<file path="src/rtl/symmetry_vector_tensor_transform_unit_assert.svh">
// assertion macros for the symmetry transform unit
`ifndef SYMMETRY_VECTOR_TENSOR_TRANSFORM_UNIT_ASSERT_SVH
`define SYMMETRY_VECTOR_TENSOR_TRANSFORM_UNIT_ASSERT_SVH

// cons must hold in the same cycle as ante
`define SVT_ASSERT_SAME(label, clk, rstn, ante, cons, msg) \
    label: assert property (@(posedge clk) disable iff (!(rstn)) (ante) |-> (cons)) \
        else $error(msg);

// cons must hold in the cycle after ante
`define SVT_ASSERT_NEXT(label, clk, rstn, ante, cons, msg) \
    label: assert property (@(posedge clk) disable iff (!(rstn)) (ante) |=> (cons)) \
        else $error(msg);

`endif

</file>
<file path="src/rtl/svt_pkg.sv">
package svt_pkg;

    localparam int DEF_DATA_WIDTH = 32;
    localparam int DEF_COEF_WIDTH = 16;

    localparam int NUM_COMP    = 6;
    localparam int CFG_INDEX_W = 3;

    typedef enum logic [CFG_INDEX_W-1:0] {
        REG_ROW_ZERO = 3'd0,
        REG_ROW_ONE  = 3'd1,
        REG_ROW_TWO  = 3'd2,
        REG_SHIFT_X  = 3'd3,
        REG_SHIFT_Y  = 3'd4,
        REG_SHIFT_Z  = 3'd5
    } cfg_reg_t;

    // action bits
    localparam int ACT_SHIFT_BIT  = 0;
    localparam int ACT_TENSOR_BIT = 1;

    // packed tensor slot of element (k,l): xx,yy,zz,xy,yz,xz
    localparam logic [2:0] PK [3][3] = '{'{3'd0, 3'd3, 3'd5},
                                          '{3'd3, 3'd1, 3'd4},
                                          '{3'd5, 3'd4, 3'd2}};
    // row pair (i,j) of each tensor output
    localparam logic [1:0] PI [NUM_COMP] = '{2'd0, 2'd1, 2'd2, 2'd0, 2'd1, 2'd0};
    localparam logic [1:0] PJ [NUM_COMP] = '{2'd0, 2'd1, 2'd2, 2'd1, 2'd2, 2'd2};

endpackage

</file>
<file path="src/rtl/svt_cfg_regs.sv">
module svt_cfg_regs
    import svt_pkg::*;
#(
    parameter int DATA_WIDTH = DEF_DATA_WIDTH,
    parameter int COEF_WIDTH = DEF_COEF_WIDTH,
    parameter int CFG_W      = 3 * DEF_COEF_WIDTH
) (
    input  logic                         aclk,
    input  logic                         aresetn,
    input  logic                         cfg_we,
    input  logic [CFG_INDEX_W-1:0]       cfg_index,
    input  logic [CFG_W-1:0]             cfg_data,
    output logic signed [COEF_WIDTH-1:0] s_mat [3][3],
    output logic signed [DATA_WIDTH-1:0] shift [3]
);

    localparam int ROW_W = 3 * COEF_WIDTH;
    localparam int CF    = COEF_WIDTH - 2;
    localparam logic [ROW_W-1:0] ONE_ROW = ROW_W'(1);

    logic [ROW_W-1:0]      row_reg [3];
    logic [DATA_WIDTH-1:0] shift_reg [3];

    always_ff @(posedge aclk) begin
        if (!aresetn) begin
            // identity matrix, no translation
            for (int i = 0; i < 3; i++) begin
                row_reg[i]   <= ONE_ROW << (i * COEF_WIDTH + CF);
                shift_reg[i] <= '0;
            end
        end else if (cfg_we) begin
            case (cfg_reg_t'(cfg_index))
                REG_ROW_ZERO: row_reg[0]   <= cfg_data[ROW_W-1:0];
                REG_ROW_ONE:  row_reg[1]   <= cfg_data[ROW_W-1:0];
                REG_ROW_TWO:  row_reg[2]   <= cfg_data[ROW_W-1:0];
                REG_SHIFT_X:  shift_reg[0] <= cfg_data[DATA_WIDTH-1:0];
                REG_SHIFT_Y:  shift_reg[1] <= cfg_data[DATA_WIDTH-1:0];
                REG_SHIFT_Z:  shift_reg[2] <= cfg_data[DATA_WIDTH-1:0];
                default: ;
            endcase
        end
    end

    always_comb begin
        for (int i = 0; i < 3; i++) begin
            shift[i] = shift_reg[i];
            for (int k = 0; k < 3; k++) begin
                s_mat[i][k] = row_reg[i][k*COEF_WIDTH +: COEF_WIDTH];
            end
        end
    end

endmodule

</file>
<file path="config.mk">
export PLATFORM = sky130hd
export DESIGN_NAME = svt_cfg_regs
export DESIGN_NICKNAME = d
export VERILOG_FILES = /design/src/rtl/symmetry_vector_tensor_transform_unit_assert.svh /design/src/rtl/svt_pkg.sv /design/src/rtl/svt_cfg_regs.sv
export SDC_FILE = /design/constraint.sdc
export NUM_CORES = 1
export LEC_CHECK = 0
export BUFFER_PORTS_ARGS = -buffer_cell sky130_fd_sc_hd__buf_2
export CORE_MARGIN = 10
export CORE_UTILIZATION = 30
export DETAILED_ROUTE_END_ITERATION = 8
export MAX_ROUTING_LAYER = met4
export PLACE_DENSITY = 0.57
export SETUP_SLACK_MARGIN = 0.02
export SLEW_MARGIN = 10
export SYNTH_ARGS = -nofsm -noshare
export SYNTH_HDL_FRONTEND = slang
export SYNTH_SLANG_ARGS = --single-unit
export TNS_END_PERCENT = 100
</file>
<file path="constraint.sdc">
create_clock -name aclk -period 6.09 [get_ports aclk]
set_clock_uncertainty 0.2 [all_clocks]
set_input_delay 1.218 -clock aclk [delete_from_list [all_inputs] [get_ports aclk]]
set_output_delay 1.218 -clock aclk [all_outputs]
set_load 0.01 [all_outputs]
</file>
==> results_dict.tcl <==
set metrics [dict create \
    cp_max_fo 40 \
    gp_congestion 0.8079 \
    synth_top_area_cell "edfxtp_1" \
    root_buffer "clkbuf_16" \
    worst_path_largest_cell_delay_ps 610 \
    post_cts_buffers 0 \
    cts_tree "done" \
    cts_made_buffers 24 \
    setup.worst_path.end_class "flop" \
    netlist.area_leader.share 0.8612 \
    synth_cell_type_count 20 \
    synth_edf_count 240 \
    die_area_um2 34970 \
    drtIter0Drc 352 \
    maxSlewViolCount 0 \
    drt_pre_antenna_iters 6 \
    max-slew-margin-rel 0.2199 \
    synth_area_per_cell_um2 20.82 \
    worstMarginPinSlew_ps 1166 \
    ys_seq_elements 240 \
    coreArea_um2 27630 \
    place_area_um2 10280 \
    status "completed" \
    overflow 0 \
    syn2layout_area_growth_pct 31.85 \
    clock.fmax_ghz 0.2940 \
    io_pins 294 \
    num_rows 61 \
    largest_register_ffs 144 \
    path_cells "buf_2 -> or3b_2 -> o21ai_4 -> buf_4" \
    worstPathRequired_ps 6030 \
    p_leak_nw 4.105 \
    synth_area_um2 8368 \
    antenna_found_initial 2 \
    grt_max_degree 54 \
    dp_worst_setup_slack_ps 2123 \
    async_flop_share 0 \
    route.detailed.drc 0 \
    clockBufferDepth 3 \
    synth_nets 456 \
    critical_path_class "in2reg" \
    fp.dieW_um 187.0 \
    ctsHtreeMaxLevel 1 \
    maxCapViolations 0 \
    cts_hold_buf 0 \
    hold_path_class "in2reg" \
    postCtsResizedCells 0 \
    yosysWarnings 0 \
    first_global_vias 5268 \
    crit_path_start_kind "input pin" \
    grt_use_total 0.1354 \
    setup_tns_ps 0 \
    die_h_um 187.0 \
    post-route-period-util 0.5585 \
    vias 5003 \
    io_buffers 293 \
    grt_pass1_wl_um 35310 \
    viasPerCell 4.569 \
    synth-main-ff-cell "edfxtp_1" \
    max-vdd-ir-drop_mv 0.2475 \
    synth_cells 402 \
    clock_sinks 240 \
    multi_input_area_um2 1065 \
    synth_area_leaders "edfxtp_1 (86%), nor4b_2 (3.2%), nor4b_1 (2.9%)" \
    wl_per_cell_um 22.30 \
    p_per_area_nw_per_um2 337.5 \
    n_fill_cell 2548 \
    hold_violations 0 \
    start_util 0.3029 \
    final_area_um2 11030 \
    crit_path_top_delay_cell "buf_4" \
    dp_hpwl_um 17330 \
    ff_latch_area_um2 7207 \
    drive_gt1_frac 0.5049 \
    setup_viol 0 \
    routed_wl_um 24420 \
    postRouteAntennaNets 0 \
    cp.arrival_ps 3340 \
    rsz0062_at_grt "no" \
    clkTransAtPathRegs_ps 60 \
    period_needed_ps 3401 \
    setup_ws_ps 2689 \
    fin_nets 753 \
    ys_seq_area_frac 0.8612 \
]
worst paths after layout:
check    startpoint               to  slack, ps  depth (start not counted)
max          cfg_we   row_reg[0][80]       2690                          4
min    cfg_data[46]  row_reg[0][142]        820                          2
cells in the mapped netlist (2+ instances only):
| master | n |
|---|---|
| buf_6 | 4 |
| clkbuf_1 | 15 |
| or4_1 | 3 |
| nand3_1 | 32 |
| edfxtp_1 | 240 |
| buf_1 | 3 |
| buf_2 | 8 |
| a21oi_1 | 32 |
| o21ai_0 | 6 |
| nor4b_4 | 2 |
| nand3b_1 | 2 |
| nor4b_2 | 18 |
| nand2b_1 | 3 |
| nor4b_1 | 28 |
kinds of logic (layout without fill, tap and decap cells):
group	count (synthesis)	in the layout	synth area share
DFF	240	240	0.8612
and+or+nand+nor	92	92	0.09644
other	0	2	0
buffers and inverters	32	345	0.01959
AOI/OAI and AO/OA	38	38	0.02273
critical path, delay by kind of cell:
kind | cells | cell delay (ps)
AOI/OAI and AO/OA | 1 | 340
buffers and inverters | 2 | 1150
and+or+nand+nor | 1 | 570
routing by layer:
metal	track usage	vias up	share of wire
met1	0.1686	2466	0.42
li1	-	2223	-
met2	0.2121	263	0.48
met5	-	-	0
met4	0.04560	0	0.028
met3	0.03393	51	0.075
cells in the final DEF, fill, tap and decap left out:
master	netlist	routed
clkbuf_1	15	8
diode_2	0	2
clkinv_1	0	4
o21ai_4	0	6
edfxtp_1	240	240
nand2_1	1	1
nor4b_2	18	18
clkinv_2	0	3
bufinv_16	0	2
clkbuf_16	0	25
nor4b_1	28	28
a21oi_1	32	32
inv_1	1	1
nand2_2	1	1
or4_1	3	3
buf_2	8	293
or3b_2	1	1
nand2b_1	3	3
nand3b_1	2	2
nor4b_4	2	2
and2_4	1	1
buf_4	1	9
nand3_1	32	32
metrics by stage:
step           total power [W]  hold WS [ps]    util  std cells
2_1_floorplan         0.002171          1200       -        402
5_1_grt               0.003871         792.8  0.3992       1094
4_1_cts               0.003772         788.5  0.3991       1093
3_3_place_gp          0.002372          1308  0.3722       1051
6_report              0.003723         817.4  0.3993       1095
3_5_place_dp          0.002370          1321  0.3722       1051
cell type report:
| type | count | share of cell area |
|---|---|---|
| sequential | 240 | 0.6532 |
| timing repair buffer | 302 | 0.1390 |
| multi-input combinational | 130 | 0.09651 |
| clock buffer | 33 | 0.05942 |
| tap | 378 | 0.04287 |
| clock inverter | 9 | 0.008165 |
| antenna | 2 | 0.0004536 |
| inverter | 1 | 0.0003402 |
power breakdown:
group | internal, W | total (W) | switching [W]
Clock | 0.000832 | 0.00140 | 0.000567
Combinational | 0.000111 | 0.000335 | 0.000224
Sequential | 0.00195 | 0.00199 | 0.0000410
Total | 0.00289 | 0.00372 | 0.000832
(Power assumes the default switching activity.)
