--- src/rtl/symmetry_vector_tensor_transform_unit_assert.svh ---
// assertion macros for the symmetry transform unit
`ifndef SYMMETRY_VECTOR_TENSOR_TRANSFORM_UNIT_ASSERT_SVH
`define SYMMETRY_VECTOR_TENSOR_TRANSFORM_UNIT_ASSERT_SVH

// cons must hold in the same cycle as ante
`define SVT_ASSERT_SAME(label, clk, rstn, ante, cons, msg) \
    label: assert property (@(posedge clk) disable iff (!(rstn)) (ante) |-> (cons)) \
        else $error(msg);

// cons must hold in the cycle after ante
`define SVT_ASSERT_NEXT(label, clk, rstn, ante, cons, msg) \
    label: assert property (@(posedge clk) disable iff (!(rstn)) (ante) |=> (cons)) \
        else $error(msg);

`endif

--- src/rtl/svt_pkg.sv ---
package svt_pkg;

    localparam int DEF_DATA_WIDTH = 32;
    localparam int DEF_COEF_WIDTH = 16;

    localparam int NUM_COMP    = 6;
    localparam int CFG_INDEX_W = 3;

    typedef enum logic [CFG_INDEX_W-1:0] {
        REG_ROW_ZERO = 3'd0,
        REG_ROW_ONE  = 3'd1,
        REG_ROW_TWO  = 3'd2,
        REG_SHIFT_X  = 3'd3,
        REG_SHIFT_Y  = 3'd4,
        REG_SHIFT_Z  = 3'd5
    } cfg_reg_t;

    // action bits
    localparam int ACT_SHIFT_BIT  = 0;
    localparam int ACT_TENSOR_BIT = 1;

    // packed tensor slot of element (k,l): xx,yy,zz,xy,yz,xz
    localparam logic [2:0] PK [3][3] = '{'{3'd0, 3'd3, 3'd5},
                                          '{3'd3, 3'd1, 3'd4},
                                          '{3'd5, 3'd4, 3'd2}};
    // row pair (i,j) of each tensor output
    localparam logic [1:0] PI [NUM_COMP] = '{2'd0, 2'd1, 2'd2, 2'd0, 2'd1, 2'd0};
    localparam logic [1:0] PJ [NUM_COMP] = '{2'd0, 2'd1, 2'd2, 2'd1, 2'd2, 2'd2};

endpackage

--- src/rtl/svt_round_sat.sv ---
module svt_round_sat
    import svt_pkg::*;
#(
    parameter int IN_W  = DEF_DATA_WIDTH + DEF_COEF_WIDTH + 2,
    parameter int SHIFT = DEF_COEF_WIDTH - 2,
    parameter int OUT_W = DEF_DATA_WIDTH
) (
    input  logic signed [IN_W-1:0]  in_val,
    output logic signed [OUT_W-1:0] out_val,
    output logic                    clip
);

    localparam int SUM_W = IN_W + 1;
    localparam int RS_W  = SUM_W - SHIFT;
    localparam logic [SUM_W-1:0] HALF =
        {{(SUM_W - SHIFT){1'b0}}, 1'b1, {(SHIFT - 1){1'b0}}};
    localparam logic [OUT_W-1:0] MAX_V = {1'b0, {(OUT_W - 1){1'b1}}};
    localparam logic [OUT_W-1:0] MIN_V = {1'b1, {(OUT_W - 1){1'b0}}};

    logic [SUM_W-1:0]     sum_w;
    logic [RS_W-1:0]      rs;
    logic [RS_W-OUT_W:0]  top_bits;
    logic                 in_range;

    // round half up, arithmetic shift, clamp
    always_comb begin
        sum_w    = {in_val[IN_W-1], in_val} + HALF;
        rs       = sum_w[SUM_W-1:SHIFT];
        top_bits = rs[RS_W-1:OUT_W-1];
        in_range = (&top_bits) | ~(|top_bits);
        clip     = ~in_range;
        if (in_range) begin
            out_val = rs[OUT_W-1:0];
        end else if (rs[RS_W-1]) begin
            out_val = MIN_V;
        end else begin
            out_val = MAX_V;
        end
    end

endmodule

--- config.mk ---
export PLATFORM = sky130hd
export DESIGN_NAME = svt_round_sat
export DESIGN_NICKNAME = d
export VERILOG_FILES = /design/src/rtl/symmetry_vector_tensor_transform_unit_assert.svh /design/src/rtl/svt_pkg.sv /design/src/rtl/svt_round_sat.sv
export SDC_FILE = /design/constraint.sdc
export NUM_CORES = 1
export LEC_CHECK = 0
export ABC_AREA = 1
export BUFFER_PORTS_ARGS = -buffer_cell sky130_fd_sc_hd__buf_4
export CAP_MARGIN = 5
export CORE_ASPECT_RATIO = 1.5
export CORE_MARGIN = 2
export CORE_UTILIZATION = 52
export DETAILED_ROUTE_END_ITERATION = 10
export GPL_ROUTABILITY_DRIVEN = 0
export PLACE_DENSITY = 0.87
export SYNTH_ARGS = -nofsm -noshare
export SYNTH_HDL_FRONTEND = slang
export SYNTH_SLANG_ARGS = --single-unit
--- constraint.sdc ---
create_clock -name vclk -period 4.2
set_input_delay 0 -clock vclk [all_inputs]
set_output_delay 0 -clock vclk [all_outputs]
set_load 0.01 [all_outputs]
==> results of run 1 <==
metal layers:
metal | GRT usage | vias to the layer above
li1 | - | 974
met1 | 0.2462 | 823
met2 | 0.5403 | 79
met3 | 0.02321 | 4
met4 | 0.06032 | 0
met5 | 0 | -
logic make-up (layout without fill, tap and decap cells):
group,Yosys count,after routing,synth area share
AND/OR/NAND/NOR,225,225,0.7361
buffers and inverters,17,81,0.08689
XOR/XNOR,30,30,0.1689
adder cells (fa/ha/maj),1,1,0.008044
through the flow:
stage / worst slack (ns) / util / cell area (um^2) / cells
after floorplan: 2.765 / - / 1555 / 273
after global placement: 2.307 / 0.7062 / 2036 / 376
after detailed placement: 2.261 / 0.7062 / 2036 / 376
after CTS: 2.254 / 0.7062 / 2036 / 376
after global routing: 2.117 / 0.7062 / 2036 / 376
final: 2.275 / 0.7062 / 2036 / 376
area by class of cell:
cell class,instances,area (um^2),share of cell area
Tap cell,39,48.80,0.02397
Inverter,11,41.29,0.02028
Timing Repair Buffer,70,525.5,0.2581
Multi-Input combinational cell,256,1420,0.6976
worst max-delay path, cell delays in order:
cell and delay, ns:
buf_4 0.09, ha_1 0.18, nand2_2 0.10, nor2_4 0.17, nand2_4 0.10, nor2_2 0.20, nand3_1 0.12, and3_1 0.22
nand3_4 0.13, nand3_4 0.28, nand2_1 0.18, buf_4 0.14
layout by cell type (no fill, tap or decap), drive strengths merged:
cell type / n
nor2: 55
nor3: 3
inv: 11
nand3: 14
nor3b: 1
xnor2: 14
nand4: 5
nor4: 2
xor2: 16
nand3b: 3
ha: 1
and3: 1
buf: 70
nand2: 141
how the worst min path moves through the flow:
stage / start / to / slack, ns / depth (start not counted)
after floorplan: in_val[49] / out_val[31] / 0.16 / 2
after global placement: in_val[49] / out_val[31] / 0.36 / 4
after detailed placement: in_val[49] / out_val[31] / 0.37 / 4
after CTS: in_val[49] / out_val[31] / 0.37 / 4
after global routing: in_val[49] / out_val[31] / 0.40 / 4
final: in_val[49] / out_val[31] / 0.36 / 4
where the power goes:
| group | leakage (nW) | switching [mW] | total [mW] | internal (mW) |
|---|---|---|---|---|
| clock | 0 | 0 | 0 | 0 |
| sequential | 0 | 0 | 0 | 0 |
| combinational | 0.995 | 0.0864 | 0.161 | 0.0748 |
==> results.cfg, run 1 <==
[synthesis]
synth_area_leaders = nand2_1, xor2_1, nor2_1, nor2_4, xnor2_1
synth.top_cell.area_share = 0.3017
synth_cells = 273
syn_nets = 324
syn-cell-area_um2 = 1555
synthDistinctLibCells = 24
yosysTopAreaCell = nand2_1
ys_warn_count = 0
synth.avg_cell_area_um2 = 5.697
synth_common_cells = nand2_1, nor2_1, xor2_1
ys_seq_area_frac = 0
yosys.cell_count.top_type = nand2_1

[global_route]
grtUsageTotal = 0.2517
grt_overflow = 0
grt_pass1_vias = 1822
antenna_found_initial = 0
grt_pass1_wl_mm = 7.341
grt_max_degree = 33

[layout]
drive_gt1_frac = 0.3383
n_antenna_cell = 0
nClkBuffers = 0
fill_cells = 292
regArea_um2 = 0
layout.nets = 390
seq_cells = 0
area_growth_pct = 30.89

[worst_setup_path]
cp-endpoint = out_val[3]
path_max_fanout = 31
end_kind = primary output
crit_required_ns = 4.20
crit_type = primary input to primary output
startpoint_type = primary input
arrival_ns = 1.93
crit_start = in_val[14]

[die]
die_x_um = 48.66
die_area_um2 = 3454
start_util = 0.5395
ios = 83
core_um2 = 2883
rows = 24
die-height_um = 70.98

[placed_design]
port_buffers = 70
place_hpwl_mm = 3.709

[route]
drt-initial-drc-count = 65
via_per_inst = 5.000
wl_met2_mm = 2.478
wirelength_mm = 4.369
wire_per_inst_um = 11.62
vias = 1880
routed.top_layer = met4
dr_wl_met3_um = 242
ant_nets = 0
wl_met1_mm = 1.614
first_pass_iters = 4
drc = 0

[sta]
fmax_ghz = 0.5193
drv_slew = 0
period_needed_ns = 1.926
finalSetupTns_ns = 0
slew_headroom = 0.6780
grt_setup_unrepaired = false
hold_slack_ns = 0.3639
period_share = 0.4585
setup_viol = 0
tightest_slew_ns = 0.4819
hold_viol = 0

[hold_path]
hold_path_class = primary input to primary output

[power]
power_mw = 0.1613
max-vdd-ir-drop_mv = 0.05313
p_leak_nw = 0.9949
power.density_nw_per_um2 = 79.22

[flow_run]
maxCapViolCount = 0

[clocking]
holdBufCountCts = 0
post_cts_buffers = 0
ctsResizeCount = 0

[run_status]
outcome = complete, no violations
(Power assumes the default switching activity.)
==> inputs of run 2 (changes only) <==
Settings changed: CORE_UTILIZATION 52 to 44, PLACE_DENSITY 0.87 to 0.78.
Clock period 4.2 ns to 1.6 ns, I/O delays scaled along.
==> run 2 against run 1 <==
Against the previous run: the run now ends with negative setup slack left; setup slack worse by 2.4 ns; count of clock-buffer cells in the layout unchanged; worst hold slack better by 0.019 ns; total power increased to 3.7 times the previous value; utilization grew 15 points; wire length up 55%; sequential share of layout area stayed put; final cell count up 14%; combinational power grew to 3.7 times the previous value; die area grew 17%; non-clock buffer count up 46.
==> results.cfg, run 2 (same netlist as run 1, synthesis figures left out) <==
[route]
wl_met1_mm = 2.233
drt-initial-drc-count = 80
wl_met2_mm = 3.816
vias = 2302
ant_nets = 0
wirelength_mm = 6.779
first_pass_iters = 4
routed.top_layer = met4
via_per_inst = 5.379
wire_per_inst_um = 15.84
dr_wl_met3_um = 333
drc = 0

[power]
power.density_nw_per_um2 = 208.5
p_leak_nw = 1.360
max-vdd-ir-drop_mv = 0.1856

[layout]
multi_input_area_um2 = 1718
n_antenna_cell = 0
final_cells = 428
regArea_um2 = 0
final_common_cell = nand2_1
final_cell_mix = nand2_1, buf_4, nand2_2, buf_6, nor2_1
layout.nets = 439
nClkBuffers = 0
area_growth_pct = 85.60
fin_util = 0.8532
drive_gt1_frac = 0.5544
fill_cells = 213
seq_cells = 0

[die]
die_area_um2 = 4036
ios = 83
core_um2 = 3383
rows = 26
die_x_um = 52.55
die-height_um = 76.82
start_util = 0.4597

[global_route]
grt_overflow = 0
grtUsageTotal = 0.3211
grt_pass1_wl_mm = 10.09
antenna_found_initial = 0
grt_pass1_vias = 2318
grt_max_degree = 12

[sta]
grt_setup_unrepaired = true
period_needed_ns = 1.758
period_share = 1.099
slew_headroom = 0.7934
setup_ws_ns = -0.1580
setup_viol = 32
drv_slew = 0
hold_slack_ns = 0.3830
tightest_slew_ns = 0.3075
hold_viol = 0
fmax_ghz = 0.5688

[hold_path]
hold_path_class = primary input to primary output
hold_end = out_val[30]
hp-start = in_val[44]
min_path_cells = 5

[flow_run]
maxCapViolCount = 0

[worst_setup_path]
startpoint_type = primary input
crit_type = primary input to primary output
cpPeakStageDelay_ns = 0.22
path_max_fanout = 10
arrival_ns = 1.76
path_cells = buf_4, nand2_1, nor2_1, nand2_2, nor2_4, nand3_2, nand2_2, nand3_2, nor2_4, nand2_4, nand3_4, buf_12, buf_12, nand2_1, buf_4
end_kind = primary output
crit_buf_inv = 4
slowest_stage = nor2_1
crit_required_ns = 1.60
cp_top_family = simple AND/OR/NAND/NOR gates

[clocking]
holdBufCountCts = 0

[placed_design]
port_buffers = 70
placed_cells = 406
post-place-ws_ns = -0.1458
place_hpwl_mm = 4.089

[run_status]
outcome = complete, but fails checks
violations = negative setup slack
## run 2: power by group
| group | switching (mW) | leakage, nW | internal, mW |
|---|---|---|---|
| Clock | 0 | 0 | 0 |
| Sequential | 0 | 0 | 0 |
| Combinational | 0.301 | 1.36 | 0.300 |
## run 2: metal layers
| layer | up-vias | global-route usage |
|---|---|---|
| li1 | 1080 | - |
| met1 | 1042 | 0.3028 |
| met2 | 136 | 0.6250 |
| met3 | 44 | 0.03502 |
| met4 | 0 | 0.1692 |
| met5 | - | 0 |
## run 2: final cells by class
cell class / count / share of cell area
Inverter: 11 / 0.01430
Tap cell: 42 / 0.01821
Multi-Input combinational cell: 259 / 0.5951
Timing Repair Buffer: 116 / 0.3723
## run 2: timing repair
item	CTS	global route
setup endpoints to repair	32	32
gates cloned	5	0
gates resized for setup	45	59
buffers inserted	14	3
pin swaps	12	20
## run 2: worst max path at each step
stage | endpoint | depth (start not counted) | slack (ns) | startpoint
finish | out_val[5] | 15 | -0.16 | in_val[37]
global route | out_val[20] | 15 | -0.24 | in_val[37]
CTS | out_val[20] | 17 | -0.03 | in_val[13]
detailed placement | out_val[29] | 14 | -0.15 | in_val[14]
global placement | out_val[29] | 14 | -0.12 | in_val[14]
floorplan | out_val[28] | 14 | 0.16 | in_val[13]
## run 2: metrics by stage
stage                     TNS [ns]  area (um^2)  power (mW)
after floorplan                  0         1555      0.2262
after global placement      -1.757         2267      0.4467
after detailed placement    -3.114         2267      0.4513
after CTS                  -0.5186         2660      0.5392
after global routing        -6.931         2887      0.6405
final                       -3.747         2887      0.6019
